<file path="config.mk">
export PLATFORM = sky130hd
export DESIGN_NAME = gain_scheduled_pi_speed_controller_core_flat
export DESIGN_NICKNAME = d
export VERILOG_FILES = /design/src/rtl/gspi_pkg.sv /design/src/rtl/gspi_if.sv /design/src/rtl/gspi_mul.sv /design/src/rtl/gspi_seq.sv /design/src/rtl/gspi_dp.sv /design/src/rtl/gain_scheduled_pi_speed_controller_core.sv /design/src/flat_wrapper.sv
export SDC_FILE = /design/constraint.sdc
export NUM_CORES = 2
export LEC_CHECK = 0
export BUFFER_PORTS_ARGS = -buffer_cell sky130_fd_sc_hd__buf_4
export CORE_ASPECT_RATIO = 1.4
export CORE_UTILIZATION = 50
export DETAILED_ROUTE_END_ITERATION = 10
export GPL_TIMING_DRIVEN = 0
export PLACE_DENSITY = 0.66
export SYNTH_ARGS = -nofsm -noshare
export SYNTH_HDL_FRONTEND = slang
export SYNTH_SLANG_ARGS = --single-unit
</file>
<file path="constraint.sdc">
create_clock -name clk -period 13.06 [get_ports clk]
set_clock_uncertainty 0.2 [all_clocks]
set_input_delay 0.653 -clock clk [delete_from_list [all_inputs] [get_ports clk]]
set_output_delay 0.653 -clock clk [all_outputs]
set_load 0.1 [all_outputs]
</file>
<file path="src/rtl/gspi_pkg.sv">
// ----------------------------------------------------------------------------
// gspi_pkg: shared types and constants of the gain-scheduled PI speed loop
// Fixed-point widths, command and range codes, configuration register indexes
// and the sequencer step type.
// ----------------------------------------------------------------------------
package gspi_pkg;

  // Integrator fraction bits; the integrator gain registers are scaled by 2^this.
  localparam int INT_FRAC_BITS = 40;
  localparam int INT_W         = 64;
  localparam int IH_SHIFT      = INT_FRAC_BITS - 16;
  localparam int IH_W          = INT_W - IH_SHIFT;

  localparam int SPEED_W = 16;
  localparam int TICKS_W = 16;
  localparam int KP_W    = 12;
  localparam int KI_W    = 20;
  localparam int TW_W    = 16;
  localparam int DRIVE_W = 9;
  localparam int RANGE_W = 2;
  localparam int CMD_W   = 2;

  localparam int CFG_IDX_W  = 3;
  localparam int CFG_DATA_W = 20;

  // Datapath widths
  localparam int ERR_W  = SPEED_W + 1;               // target - measured
  localparam int ERRP_W = 34;                        // target*alpha - measured*256
  localparam int P_W    = ERRP_W + KP_W;             // kp * errp
  localparam int ACC_W  = KI_W + ERR_W + TICKS_W + 1; // ki * err * ticks, signed
  localparam int MA_W   = 38;                        // multiplier signed operand
  localparam int MB_W   = 20;                        // multiplier unsigned operand
  localparam int MP_W   = MA_W + MB_W + 1;
  localparam int X_W    = ((IH_W > P_W) ? IH_W : P_W) + 1;
  localparam int FL_W   = X_W - 16;

  localparam int DRIVE_LIMIT = 200;

  localparam logic signed [SPEED_W-1:0] SPD_HIGH_POS = 16'sd150;
  localparam logic signed [SPEED_W-1:0] SPD_HIGH_NEG = -16'sd200;
  localparam logic signed [SPEED_W-1:0] SPD_MID_POS  = 16'sd40;
  localparam logic signed [SPEED_W-1:0] SPD_MID_NEG  = -16'sd40;

  localparam logic [KP_W-1:0] KP_MID_RST   = 12'd307;
  localparam logic [KP_W-1:0] KP_HIGH_RST  = 12'd806;
  localparam logic [KP_W-1:0] KP_LOW_RST   = 12'd205;
  localparam logic [KI_W-1:0] KI_MID_RST   = 20'd98956;
  localparam logic [KI_W-1:0] KI_HIGH_RST  = 20'd109951;
  localparam logic [KI_W-1:0] KI_LOW_RST   = 20'd131941;
  localparam logic [TW_W-1:0] TW_RST       = 16'd256;

  localparam logic [CMD_W-1:0] CMD_SET_TARGET   = 2'd0;
  localparam logic [CMD_W-1:0] CMD_SET_MEASURED = 2'd1;
  localparam logic [CMD_W-1:0] CMD_COMPUTE      = 2'd2;

  localparam logic [RANGE_W-1:0] RANGE_MID  = 2'd0;
  localparam logic [RANGE_W-1:0] RANGE_HIGH = 2'd1;
  localparam logic [RANGE_W-1:0] RANGE_LOW  = 2'd2;

  localparam logic [CFG_IDX_W-1:0] CFG_KP_MID        = 3'd0;
  localparam logic [CFG_IDX_W-1:0] CFG_KP_HIGH       = 3'd1;
  localparam logic [CFG_IDX_W-1:0] CFG_KP_LOW        = 3'd2;
  localparam logic [CFG_IDX_W-1:0] CFG_KI_MID        = 3'd3;
  localparam logic [CFG_IDX_W-1:0] CFG_KI_HIGH       = 3'd4;
  localparam logic [CFG_IDX_W-1:0] CFG_KI_LOW        = 3'd5;
  localparam logic [CFG_IDX_W-1:0] CFG_TARGET_WEIGHT = 3'd6;

  typedef enum logic [3:0] {
    ST_IDLE,
    ST_MUL_TW,
    ST_DIFF,
    ST_MUL_KP,
    ST_MUL_KI,
    ST_MUL_TK,
    ST_INTEG,
    ST_SUM,
    ST_FINISH
  } step_t;

  typedef struct packed {
    step_t step;
    logic  in_load;
    logic  out_load;
  } ctl_t;

endpackage

</file>
<file path="src/rtl/gspi_if.sv">
// ----------------------------------------------------------------------------
// gspi_if: valid/ready channels of the speed controller
// Command channel into the block and drive result channel out of it.
// ----------------------------------------------------------------------------
interface gspi_in_if;
  logic                                valid;
  logic                                ready;
  logic [gspi_pkg::CMD_W-1:0]          command;
  logic signed [gspi_pkg::SPEED_W-1:0] speed;
  logic [gspi_pkg::TICKS_W-1:0]        elapsed_ticks;

  modport source (output valid, command, speed, elapsed_ticks, input ready);
  modport sink   (input valid, command, speed, elapsed_ticks, output ready);
endinterface

interface gspi_out_if;
  logic                                valid;
  logic                                ready;
  logic signed [gspi_pkg::DRIVE_W-1:0] drive;
  logic [gspi_pkg::RANGE_W-1:0]        gain_set;

  modport source (output valid, drive, gain_set, input ready);
  modport sink   (input valid, drive, gain_set, output ready);
endinterface

</file>
<file path="src/rtl/gspi_mul.sv">
// ----------------------------------------------------------------------------
// gspi_mul: shared signed-by-unsigned multiplier
// The one multiplier of the block; every product of a compute goes through it.
// ----------------------------------------------------------------------------
module gspi_mul (
  input  logic signed [gspi_pkg::MA_W-1:0] a,
  input  logic        [gspi_pkg::MB_W-1:0] b,
  output logic signed [gspi_pkg::MP_W-1:0] p
);

  logic signed [gspi_pkg::MB_W:0] b_s;

  assign b_s = $signed({1'b0, b});
  assign p   = gspi_pkg::MP_W'(a) * gspi_pkg::MP_W'(b_s);

endmodule

</file>
<file path="src/rtl/gspi_seq.sv">
// ----------------------------------------------------------------------------
// gspi_seq: step sequencer of the speed controller
// Walks a compute through the shared multiplier steps and owns the result
// valid flag.
// ----------------------------------------------------------------------------
module gspi_seq (
  input  logic                       clk,
  input  logic                       rst_n,
  input  logic                       in_valid,
  input  logic [gspi_pkg::CMD_W-1:0] in_command,
  output logic                       in_ready,
  output logic                       out_valid,
  input  logic                       out_ready,
  output gspi_pkg::ctl_t             ctl
);

  gspi_pkg::step_t state_r, state_nxt;
  logic            out_valid_r, out_valid_nxt;
  logic            accept;
  logic            slot_free;

  assign in_ready  = (state_r == gspi_pkg::ST_IDLE);
  assign accept    = in_valid && in_ready;
  assign slot_free = !out_valid_r || out_ready;
  assign out_valid = out_valid_r;

  always_ff @(posedge clk) begin
    if (!rst_n) begin
      state_r     <= gspi_pkg::ST_IDLE;
      out_valid_r <= 1'b0;
    end else begin
      state_r     <= state_nxt;
      out_valid_r <= out_valid_nxt;
    end
  end

  always_comb begin
    state_nxt     = state_r;
    out_valid_nxt = out_valid_r && !out_ready;
    ctl.step      = state_r;
    ctl.in_load   = accept;
    ctl.out_load  = 1'b0;
    unique case (state_r)
      gspi_pkg::ST_IDLE: begin
        if (accept && in_command == gspi_pkg::CMD_COMPUTE) begin
          state_nxt = gspi_pkg::ST_MUL_TW;
        end
      end
      gspi_pkg::ST_MUL_TW: state_nxt = gspi_pkg::ST_DIFF;
      gspi_pkg::ST_DIFF:   state_nxt = gspi_pkg::ST_MUL_KP;
      gspi_pkg::ST_MUL_KP: state_nxt = gspi_pkg::ST_MUL_KI;
      gspi_pkg::ST_MUL_KI: state_nxt = gspi_pkg::ST_MUL_TK;
      gspi_pkg::ST_MUL_TK: state_nxt = gspi_pkg::ST_INTEG;
      gspi_pkg::ST_INTEG:  state_nxt = gspi_pkg::ST_SUM;
      gspi_pkg::ST_SUM:    state_nxt = gspi_pkg::ST_FINISH;
      gspi_pkg::ST_FINISH: begin
        // hold until the output register is free
        if (slot_free) begin
          ctl.out_load  = 1'b1;
          out_valid_nxt = 1'b1;
          state_nxt     = gspi_pkg::ST_IDLE;
        end
      end
      default: state_nxt = gspi_pkg::ST_IDLE;
    endcase
  end

endmodule

</file>
<file path="src/rtl/gspi_dp.sv">
// ----------------------------------------------------------------------------
// gspi_dp: datapath of the speed controller
// Gain registers, speeds, integrators, the shared multiplier with its operand
// selection, saturating integrator update and drive rounding and clamping.
// ----------------------------------------------------------------------------
module gspi_dp (
  input  logic                                 clk,
  input  logic                                 rst_n,
  input  gspi_pkg::ctl_t                       ctl,
  input  logic                                 cfg_we,
  input  logic [gspi_pkg::CFG_IDX_W-1:0]       cfg_index,
  input  logic [gspi_pkg::CFG_DATA_W-1:0]      cfg_wdata,
  input  logic [gspi_pkg::CMD_W-1:0]           in_command,
  input  logic signed [gspi_pkg::SPEED_W-1:0]  in_speed,
  input  logic [gspi_pkg::TICKS_W-1:0]         in_elapsed_ticks,
  output logic signed [gspi_pkg::DRIVE_W-1:0]  out_drive,
  output logic [gspi_pkg::RANGE_W-1:0]         out_gain_set
);

  localparam int INT_W  = gspi_pkg::INT_W;
  localparam int SH     = gspi_pkg::IH_SHIFT;
  localparam int X_W    = gspi_pkg::X_W;
  localparam int FL_W   = gspi_pkg::FL_W;
  localparam int ACC_W  = gspi_pkg::ACC_W;
  localparam int MA_W   = gspi_pkg::MA_W;
  localparam int MB_W   = gspi_pkg::MB_W;
  localparam int P_W    = gspi_pkg::P_W;
  localparam int ERR_W  = gspi_pkg::ERR_W;
  localparam int ERRP_W = gspi_pkg::ERRP_W;
  localparam int IH_W   = gspi_pkg::IH_W;
  localparam int SPD_W  = gspi_pkg::SPEED_W;

  localparam logic signed [FL_W-1:0] FL_MAX = FL_W'(gspi_pkg::DRIVE_LIMIT);
  localparam logic signed [FL_W-1:0] FL_MIN = -FL_MAX;
  localparam logic signed [gspi_pkg::DRIVE_W-1:0] DRV_MAX =
    gspi_pkg::DRIVE_W'(gspi_pkg::DRIVE_LIMIT);
  localparam logic signed [INT_W-1:0] INT_MAX = {1'b0, {(INT_W-1){1'b1}}};
  localparam logic signed [INT_W-1:0] INT_MIN = {1'b1, {(INT_W-1){1'b0}}};

  // Configuration registers
  logic [gspi_pkg::KP_W-1:0] kp_mid_r, kp_high_r, kp_low_r;
  logic [gspi_pkg::KI_W-1:0] ki_mid_r, ki_high_r, ki_low_r;
  logic [gspi_pkg::TW_W-1:0] tw_r;

  // Architectural state
  logic signed [SPD_W-1:0]         target_r, measured_r;
  logic signed [INT_W-1:0]         integ_r [3];
  logic [gspi_pkg::RANGE_W-1:0]    range_r;

  // Work registers of one compute
  logic [gspi_pkg::TICKS_W-1:0]    ticks_r;
  logic signed [ACC_W-1:0]         acc_r;
  logic signed [ERRP_W-1:0]        errp_r;
  logic signed [ERR_W-1:0]         err_r;
  logic signed [P_W-1:0]           p_r;
  logic signed [X_W-1:0]           x_r;
  logic                            fz_r;
  logic signed [gspi_pkg::DRIVE_W-1:0] drive_r;
  logic [gspi_pkg::RANGE_W-1:0]    gain_set_r;

  logic signed [MA_W-1:0]          mul_a;
  logic [MB_W-1:0]                 mul_b;
  logic signed [gspi_pkg::MP_W-1:0] mul_p;

  logic [1:0]                      rsel;
  logic [gspi_pkg::KP_W-1:0]       kp_sel;
  logic [gspi_pkg::KI_W-1:0]       ki_sel;
  logic signed [INT_W-1:0]         integ_sel, inc64, integ_sum, integ_new;
  logic                            integ_ovf;
  logic signed [IH_W-1:0]          ih;
  logic signed [ERRP_W-1:0]        meas_q8;
  logic signed [FL_W-1:0]          fl, drv_w;
  logic                            round_up;
  logic signed [gspi_pkg::DRIVE_W-1:0] drv_clamped;
  logic [gspi_pkg::RANGE_W-1:0]    range_pick;

  // Select the active gain set
  always_comb begin
    unique case (range_r)
      gspi_pkg::RANGE_HIGH: begin
        rsel = 2'd1; kp_sel = kp_high_r; ki_sel = ki_high_r;
      end
      gspi_pkg::RANGE_LOW: begin
        rsel = 2'd2; kp_sel = kp_low_r;  ki_sel = ki_low_r;
      end
      default: begin
        rsel = 2'd0; kp_sel = kp_mid_r;  ki_sel = ki_mid_r;
      end
    endcase
  end

  assign integ_sel = integ_r[rsel];

  // Operand selection for the shared multiplier
  always_comb begin
    mul_a = '0;
    mul_b = '0;
    unique case (ctl.step)
      gspi_pkg::ST_MUL_TW: begin
        mul_a = MA_W'(target_r);
        mul_b = MB_W'(tw_r);
      end
      gspi_pkg::ST_MUL_KP: begin
        mul_a = MA_W'(errp_r);
        mul_b = MB_W'(kp_sel);
      end
      gspi_pkg::ST_MUL_KI: begin
        mul_a = MA_W'(err_r);
        mul_b = MB_W'(ki_sel);
      end
      gspi_pkg::ST_MUL_TK: begin
        mul_a = acc_r[MA_W-1:0];
        mul_b = MB_W'(ticks_r);
      end
      default: begin
        mul_a = '0;
        mul_b = '0;
      end
    endcase
  end

  gspi_mul u_mul (
    .a (mul_a),
    .b (mul_b),
    .p (mul_p)
  );

  // Saturating integrator update
  assign inc64     = INT_W'(acc_r);
  assign integ_sum = integ_sel + inc64;
  assign integ_ovf = (integ_sel[INT_W-1] == inc64[INT_W-1]) &&
                     (integ_sum[INT_W-1] != integ_sel[INT_W-1]);
  assign integ_new = integ_ovf ? (integ_sel[INT_W-1] ? INT_MIN : INT_MAX) : integ_sum;

  assign ih      = integ_sel[INT_W-1:SH];
  assign meas_q8 = ERRP_W'(measured_r) <<< 8;

  // Truncate toward zero: floor plus one when negative and inexact
  assign fl       = x_r[X_W-1:16];
  assign round_up = fl[FL_W-1] && !(fz_r && (x_r[15:0] == '0));
  assign drv_w    = fl + FL_W'({1'b0, round_up});

  always_comb begin
    if (drv_w >= FL_MAX) begin
      drv_clamped = DRV_MAX;
    end else if (drv_w <= FL_MIN) begin
      drv_clamped = -DRV_MAX;
    end else begin
      drv_clamped = drv_w[gspi_pkg::DRIVE_W-1:0];
    end
  end

  // Range choice from a new target
  always_comb begin
    if (in_speed > gspi_pkg::SPD_HIGH_POS || in_speed < gspi_pkg::SPD_HIGH_NEG) begin
      range_pick = gspi_pkg::RANGE_HIGH;
    end else if (in_speed > gspi_pkg::SPD_MID_POS || in_speed < gspi_pkg::SPD_MID_NEG) begin
      range_pick = gspi_pkg::RANGE_MID;
    end else begin
      range_pick = gspi_pkg::RANGE_LOW;
    end
  end

  // Configuration registers
  always_ff @(posedge clk) begin
    if (!rst_n) begin
      kp_mid_r  <= gspi_pkg::KP_MID_RST;
      kp_high_r <= gspi_pkg::KP_HIGH_RST;
      kp_low_r  <= gspi_pkg::KP_LOW_RST;
      ki_mid_r  <= gspi_pkg::KI_MID_RST;
      ki_high_r <= gspi_pkg::KI_HIGH_RST;
      ki_low_r  <= gspi_pkg::KI_LOW_RST;
      tw_r      <= gspi_pkg::TW_RST;
    end else if (cfg_we) begin
      unique case (cfg_index)
        gspi_pkg::CFG_KP_MID:        kp_mid_r  <= cfg_wdata[gspi_pkg::KP_W-1:0];
        gspi_pkg::CFG_KP_HIGH:       kp_high_r <= cfg_wdata[gspi_pkg::KP_W-1:0];
        gspi_pkg::CFG_KP_LOW:        kp_low_r  <= cfg_wdata[gspi_pkg::KP_W-1:0];
        gspi_pkg::CFG_KI_MID:        ki_mid_r  <= cfg_wdata[gspi_pkg::KI_W-1:0];
        gspi_pkg::CFG_KI_HIGH:       ki_high_r <= cfg_wdata[gspi_pkg::KI_W-1:0];
        gspi_pkg::CFG_KI_LOW:        ki_low_r  <= cfg_wdata[gspi_pkg::KI_W-1:0];
        gspi_pkg::CFG_TARGET_WEIGHT: tw_r      <= cfg_wdata[gspi_pkg::TW_W-1:0];
        default: ;
      endcase
    end
  end

  // Speeds, range and integrators
  always_ff @(posedge clk) begin
    if (!rst_n) begin
      target_r   <= '0;
      measured_r <= '0;
      range_r    <= gspi_pkg::RANGE_MID;
      for (int i = 0; i < 3; i++) begin
        integ_r[i] <= '0;
      end
    end else begin
      if (ctl.in_load) begin
        unique case (in_command)
          gspi_pkg::CMD_SET_TARGET: begin
            target_r <= in_speed;
            range_r  <= range_pick;
          end
          gspi_pkg::CMD_SET_MEASURED: measured_r <= in_speed;
          default: ;
        endcase
      end
      if (ctl.step == gspi_pkg::ST_INTEG) begin
        for (int i = 0; i < 3; i++) begin
          integ_r[i] <= (2'(i) == rsel) ? integ_new : '0;
        end
      end
    end
  end

  // Work registers
  always_ff @(posedge clk) begin
    if (ctl.in_load) begin
      ticks_r <= in_elapsed_ticks;
    end
    unique case (ctl.step)
      gspi_pkg::ST_MUL_TW: acc_r <= mul_p[ACC_W-1:0];
      gspi_pkg::ST_DIFF: begin
        errp_r <= acc_r[ERRP_W-1:0] - meas_q8;
        err_r  <= ERR_W'(target_r) - ERR_W'(measured_r);
      end
      gspi_pkg::ST_MUL_KP: p_r   <= mul_p[P_W-1:0];
      gspi_pkg::ST_MUL_KI: acc_r <= mul_p[ACC_W-1:0];
      gspi_pkg::ST_MUL_TK: acc_r <= mul_p[ACC_W-1:0];
      gspi_pkg::ST_SUM: begin
        x_r  <= X_W'(p_r) + X_W'(ih);
        fz_r <= (integ_sel[SH-1:0] == '0);
      end
      default: ;
    endcase
    if (ctl.out_load) begin
      drive_r    <= drv_clamped;
      gain_set_r <= range_r;
    end
  end

  assign out_drive    = drive_r;
  assign out_gain_set = gain_set_r;

endmodule

</file>
<file path="src/rtl/gain_scheduled_pi_speed_controller_core.sv">
// ----------------------------------------------------------------------------
// gain_scheduled_pi_speed_controller_core: gain-scheduled PI speed controller
// Stores target and measured speed, schedules one of three gain sets from the
// target and turns each compute command into one clamped drive value.
// ----------------------------------------------------------------------------
// Usage: send set-target (0) and set-measured (1) commands on in_ch; each is
// taken when the block is idle and gives no result. A compute command (2)
// is also taken when idle and then runs through eight steps of a
// sequencer around a single shared multiplier (target*alpha, error forming,
// kp product, ki product, ticks product, saturating integrator add, sum, and
// drive rounding), then the block is ready again. The drive result and the
// active gain set wait in an output register on out_ch, so the next command
// is taken while a result is still unclaimed; a compute only stalls in its
// last step if the previous result has not been taken yet. Command code 3 is
// dropped without effect. Write gains over cfg_* only while the block is
// idle; indexes 0..6 are kp_mid, kp_high, kp_low, ki_mid, ki_high, ki_low,
// target_weight, and higher indexes are ignored.
// ----------------------------------------------------------------------------
module gain_scheduled_pi_speed_controller_core (
  input  logic                                 clk,
  input  logic                                 rst_n,
  input  logic                                 cfg_we,
  input  logic [gspi_pkg::CFG_IDX_W-1:0]       cfg_index,
  input  logic [gspi_pkg::CFG_DATA_W-1:0]      cfg_wdata,
  gspi_in_if.sink                              in_ch,
  gspi_out_if.source                           out_ch
);

  // sequencer to datapath step control
  gspi_pkg::ctl_t ctl;

  // step sequencer: owns input ready and result valid
  gspi_seq u_seq (
    .clk        (clk),
    .rst_n      (rst_n),
    .in_valid   (in_ch.valid),
    .in_command (in_ch.command),
    .in_ready   (in_ch.ready),
    .out_valid  (out_ch.valid),
    .out_ready  (out_ch.ready),
    .ctl        (ctl)
  );

  // datapath: gains, state, shared multiplier and output register
  gspi_dp u_dp (
    .clk              (clk),
    .rst_n            (rst_n),
    .ctl              (ctl),
    .cfg_we           (cfg_we),
    .cfg_index        (cfg_index),
    .cfg_wdata        (cfg_wdata),
    .in_command       (in_ch.command),
    .in_speed         (in_ch.speed),
    .in_elapsed_ticks (in_ch.elapsed_ticks),
    .out_drive        (out_ch.drive),
    .out_gain_set     (out_ch.gain_set)
  );

endmodule

</file>
<file path="src/flat_wrapper.sv">
// flat-port wrapper written by rule: the top's interface ports become plain ports
module gain_scheduled_pi_speed_controller_core_flat 
  (clk, rst_n, cfg_we, cfg_index, cfg_wdata, in_ch_valid, in_ch_command, in_ch_speed, in_ch_elapsed_ticks, in_ch_ready, out_ch_valid, out_ch_drive, out_ch_gain_set, out_ch_ready);
  gspi_in_if in_ch_i ();
  gspi_out_if out_ch_i ();
  input  logic clk;
  input  logic rst_n;
  input  logic cfg_we;
  input  logic [gspi_pkg::CFG_IDX_W-1:0] cfg_index;
  input  logic [gspi_pkg::CFG_DATA_W-1:0] cfg_wdata;
  input wire logic [$bits(in_ch_i.valid)-1:0] in_ch_valid;
  input wire logic [$bits(in_ch_i.command)-1:0] in_ch_command;
  input wire logic [$bits(in_ch_i.speed)-1:0] in_ch_speed;
  input wire logic [$bits(in_ch_i.elapsed_ticks)-1:0] in_ch_elapsed_ticks;
  output wire logic [$bits(in_ch_i.ready)-1:0] in_ch_ready;
  output wire logic [$bits(out_ch_i.valid)-1:0] out_ch_valid;
  output wire logic [$bits(out_ch_i.drive)-1:0] out_ch_drive;
  output wire logic [$bits(out_ch_i.gain_set)-1:0] out_ch_gain_set;
  input wire logic [$bits(out_ch_i.ready)-1:0] out_ch_ready;
  assign in_ch_i.valid = in_ch_valid;
  assign in_ch_i.command = in_ch_command;
  assign in_ch_i.speed = in_ch_speed;
  assign in_ch_i.elapsed_ticks = in_ch_elapsed_ticks;
  assign in_ch_ready = in_ch_i.ready;
  assign out_ch_valid = out_ch_i.valid;
  assign out_ch_drive = out_ch_i.drive;
  assign out_ch_gain_set = out_ch_i.gain_set;
  assign out_ch_i.ready = out_ch_ready;
  gain_scheduled_pi_speed_controller_core u_core (.clk(clk), .rst_n(rst_n), .cfg_we(cfg_we), .cfg_index(cfg_index), .cfg_wdata(cfg_wdata), .in_ch(in_ch_i), .out_ch(out_ch_i));
endmodule
</file>
==> flow_metrics.tcl <==
set metrics [dict create \
    grt_setup_unrepaired "no" \
    r2r-start "u_core.u_dp.range_r[1]" \
    routedWlPerCell_um 24.55 \
    yosysMostFrequentCell "nand2_1" \
    netlist_instances 5969 \
    crit_buf_inv 10 \
    synth_area_leaders "fa_1 (25%), edfxtp_1 (23%), ha_1 (6.6%)" \
    syn-num-nets 7026 \
    die_w_um 283.4 \
    r2r_slack_ns 0.22 \
    synthArstFlopShare_pct 0 \
    dieArea_um2 112200 \
    htreeDepth 2 \
    via_count 44350 \
    firstDrtPassIters 8 \
    leakagePower_nw 25.76 \
    setup_tns_ns 0 \
    ant_nets 0 \
    synth_edf_count 418 \
    slew-limit-headroom_pct 2.891 \
    portBuffers 74 \
    cts_max_path_buffers 3 \
    num_rows 144 \
    wl_mm 187.5 \
    final_util_pct 54.72 \
    tightest_slew_ns 1.457 \
    cts_tree "done" \
    post_cts_buffers 0 \
    synth_area_um2 55430 \
    grt_overflow_total 0 \
    hp-start "cfg_wdata[16]" \
    clkTransAtPathRegs_ns 0.06 \
    ioPinCount 75 \
    drt_iter0_drc 3456 \
    ys_seq_area_share_pct 28.10 \
    dp_hpwl_mm 152.9 \
    gp_congestion 1.019 \
    grt.total_usage_pct 33.44 \
    coreArea_um2 109900 \
    maxCapViolations 0 \
    synth_cell_type_count 85 \
    syn_to_final_growth_pct 8.498 \
    synth-seq-cells 569 \
    grt_pass1_wl_mm 278.1 \
    hp-class "in2reg" \
    worst-path-max-fanout 10 \
    fin_area_um2 60140 \
    grt_pass1_vias 44940 \
    crit_path_start_kind "register" \
    outcome "finished clean" \
    netlist.top_cell.by_area "fa_1" \
    drc 0 \
    critPathArrivalTime_ns 12.96 \
    ys_top_cells_by_count "nand2_1 (911), inv_1 (870), fa_1 (704)" \
    vdd_ir_drop_max_uv 110.7 \
    ys_warn_count 0 \
    power-per-cell-area_nw_per_um2 97.56 \
    setup_viol 0 \
    grt_max_degree 76 \
    maxSlewViolCount 0 \
    r2r_cells 34 \
    hold_viol 0 \
    numCtsBuffers 56 \
    crit_slowest_cell "buf_1" \
    start_util_pct 50.44 \
    power_mw 5.867 \
    layout-drive-gt1-share_pct 4.356 \
    fmax_mhz 77.90 \
    final_nets 7191 \
    max_stage_delay_ns 0.82 \
    synth_flop_cell "edfxtp_1" \
    num_antenna_cells 0 \
    cpMostUsedCell "fa_1" \
    crit_family "adder cells" \
    clock_latency_ns 0.65 \
    min_to "u_core.u_dp.ki_mid_r[16]" \
    via_per_inst 5.808 \
    yosysTopAreaCellShare_pct 25.42 \
    holdPathStages 3 \
    grt_antenna_before_repair 4 \
    whs_ns 0.02824 \
    worst-setup-path-type "reg2reg" \
    required_ns 13.18 \
    crit_path_end_kind "register" \
    num-fill-cells 10200 \
    fin_crit_sh_pct 98.30 \
    clockRootBuffer "clkbuf_16" \
    period_needed_ns 12.84 \
    avgSynthCellArea_um2 9.287 \
    r2r_end "u_core.u_dp.acc_r[53]" \
    place_area_um2 58110 \
    cts_sinks 569 \
    dieHeight_um 396.0 \
]
## repair_timing
item,in CTS,in global routing
hold buffers,16,0
endpoints found under the setup margin,1,6
gates resized for setup,2,10
gates cloned,0,0
endpoints found under the hold margin,16,0
## per-stage QoR
step / worst slack (ns) / cells
final: 0.2223 / 7636
after global routing: 0.02744 / 7636
after CTS: 0.1037 / 7636
after detailed placement: -0.1775 / 7520
after global placement: -0.2086 / 7503
after floorplan: 3.239 / 5969
## state kept, by name, indices dropped and copies added (netlist names), 16 cells and up
name and flops:
u_core.u_dp.integ_r 192, u_core.u_dp.acc_r 54, u_core.u_dp.x_r 47, u_core.u_dp.p_r 46, u_core.u_dp.errp_r 34, u_core.u_dp.ki_high_r 20, u_core.u_dp.ki_low_r 20, u_core.u_dp.ki_mid_r 20
u_core.u_dp.err_r 17, u_core.u_dp.measured_r 16, u_core.u_dp.target_r 16, u_core.u_dp.ticks_r 16, u_core.u_dp.tw_r 16
## logic make-up after synthesis
family          Yosys count  synth area share (%)
mux                      64                 1.156
buf+inv                1170                 8.114
fa+ha+maj               995                 31.99
flops                   569                 28.10
simple gates           1886                 14.47
xor+xnor                218                 3.444
compound gates         1067                 12.73
## how the worst max path moves through the flow
stage                            startpoint                     to  cells after the start
global route         u_core.u_dp.range_r[1]  u_core.u_dp.acc_r[53]                     34
CTS                  u_core.u_dp.range_r[0]  u_core.u_dp.acc_r[53]                     30
global placement     u_core.u_dp.range_r[0]  u_core.u_dp.acc_r[53]                     30
finish               u_core.u_dp.range_r[1]  u_core.u_dp.acc_r[53]                     34
detailed placement   u_core.u_dp.range_r[0]  u_core.u_dp.acc_r[53]                     30
floorplan           u_core.u_seq.state_r[3]  u_core.u_dp.acc_r[53]                     31
## tightest hold or removal path, stage by stage
cell,delay [ns]
buf_4,0.09
nand2_1,0.04
nand3_1,0.06
## report_power, final
| group | switching, mW | leakage (nW) | internal [mW] |
|---|---|---|---|
| Sequential | 0.159 | 5.32 | 2.12 |
| Clock | 0.725 | 0.894 | 0.930 |
| Combinational | 1.30 | 19.5 | 0.633 |
## per-layer routing
metal	track usage, %	part of all wire [%]	up-vias
li1	-	-	19800
met1	38.86	37	22230
met2	57.81	49	1742
met3	4.845	6.5	571
met4	21.38	7.6	6
met5	0	0.021	-
## cell type report
type,instances,area [um^2],area share (%)
Buffer,298,1237,2.057
Multi-Input combinational cell,4230,35420,58.88
Tap cell,1460,1827,3.037
Sequential cell,569,15570,25.90
Clock inverter,26,362.8,0.6033
Timing Repair Buffer,107,963.4,1.602
Inverter,872,3273,5.442
Clock buffer,74,1490,2.478
## cell usage in the layout (no fill, tap or decap), types with 40 or more instances in the layout
cell / count
nand2_1: 910
o21ai_0: 228
nand3_1: 102
inv_1: 870
ha_1: 291
buf_4: 77
and2_1: 69
clkbuf_16: 57
nor2_1: 561
a21oi_1: 331
edfxtp_1: 418
clkbuf_1: 281
xnor2_1: 159
xor2_1: 59
nand2b_1: 40
a21o_1: 117
dfxtp_1: 151
fa_1: 704
a22oi_1: 66
mux2i_1: 64
Power figures use the tool's default switching activity.
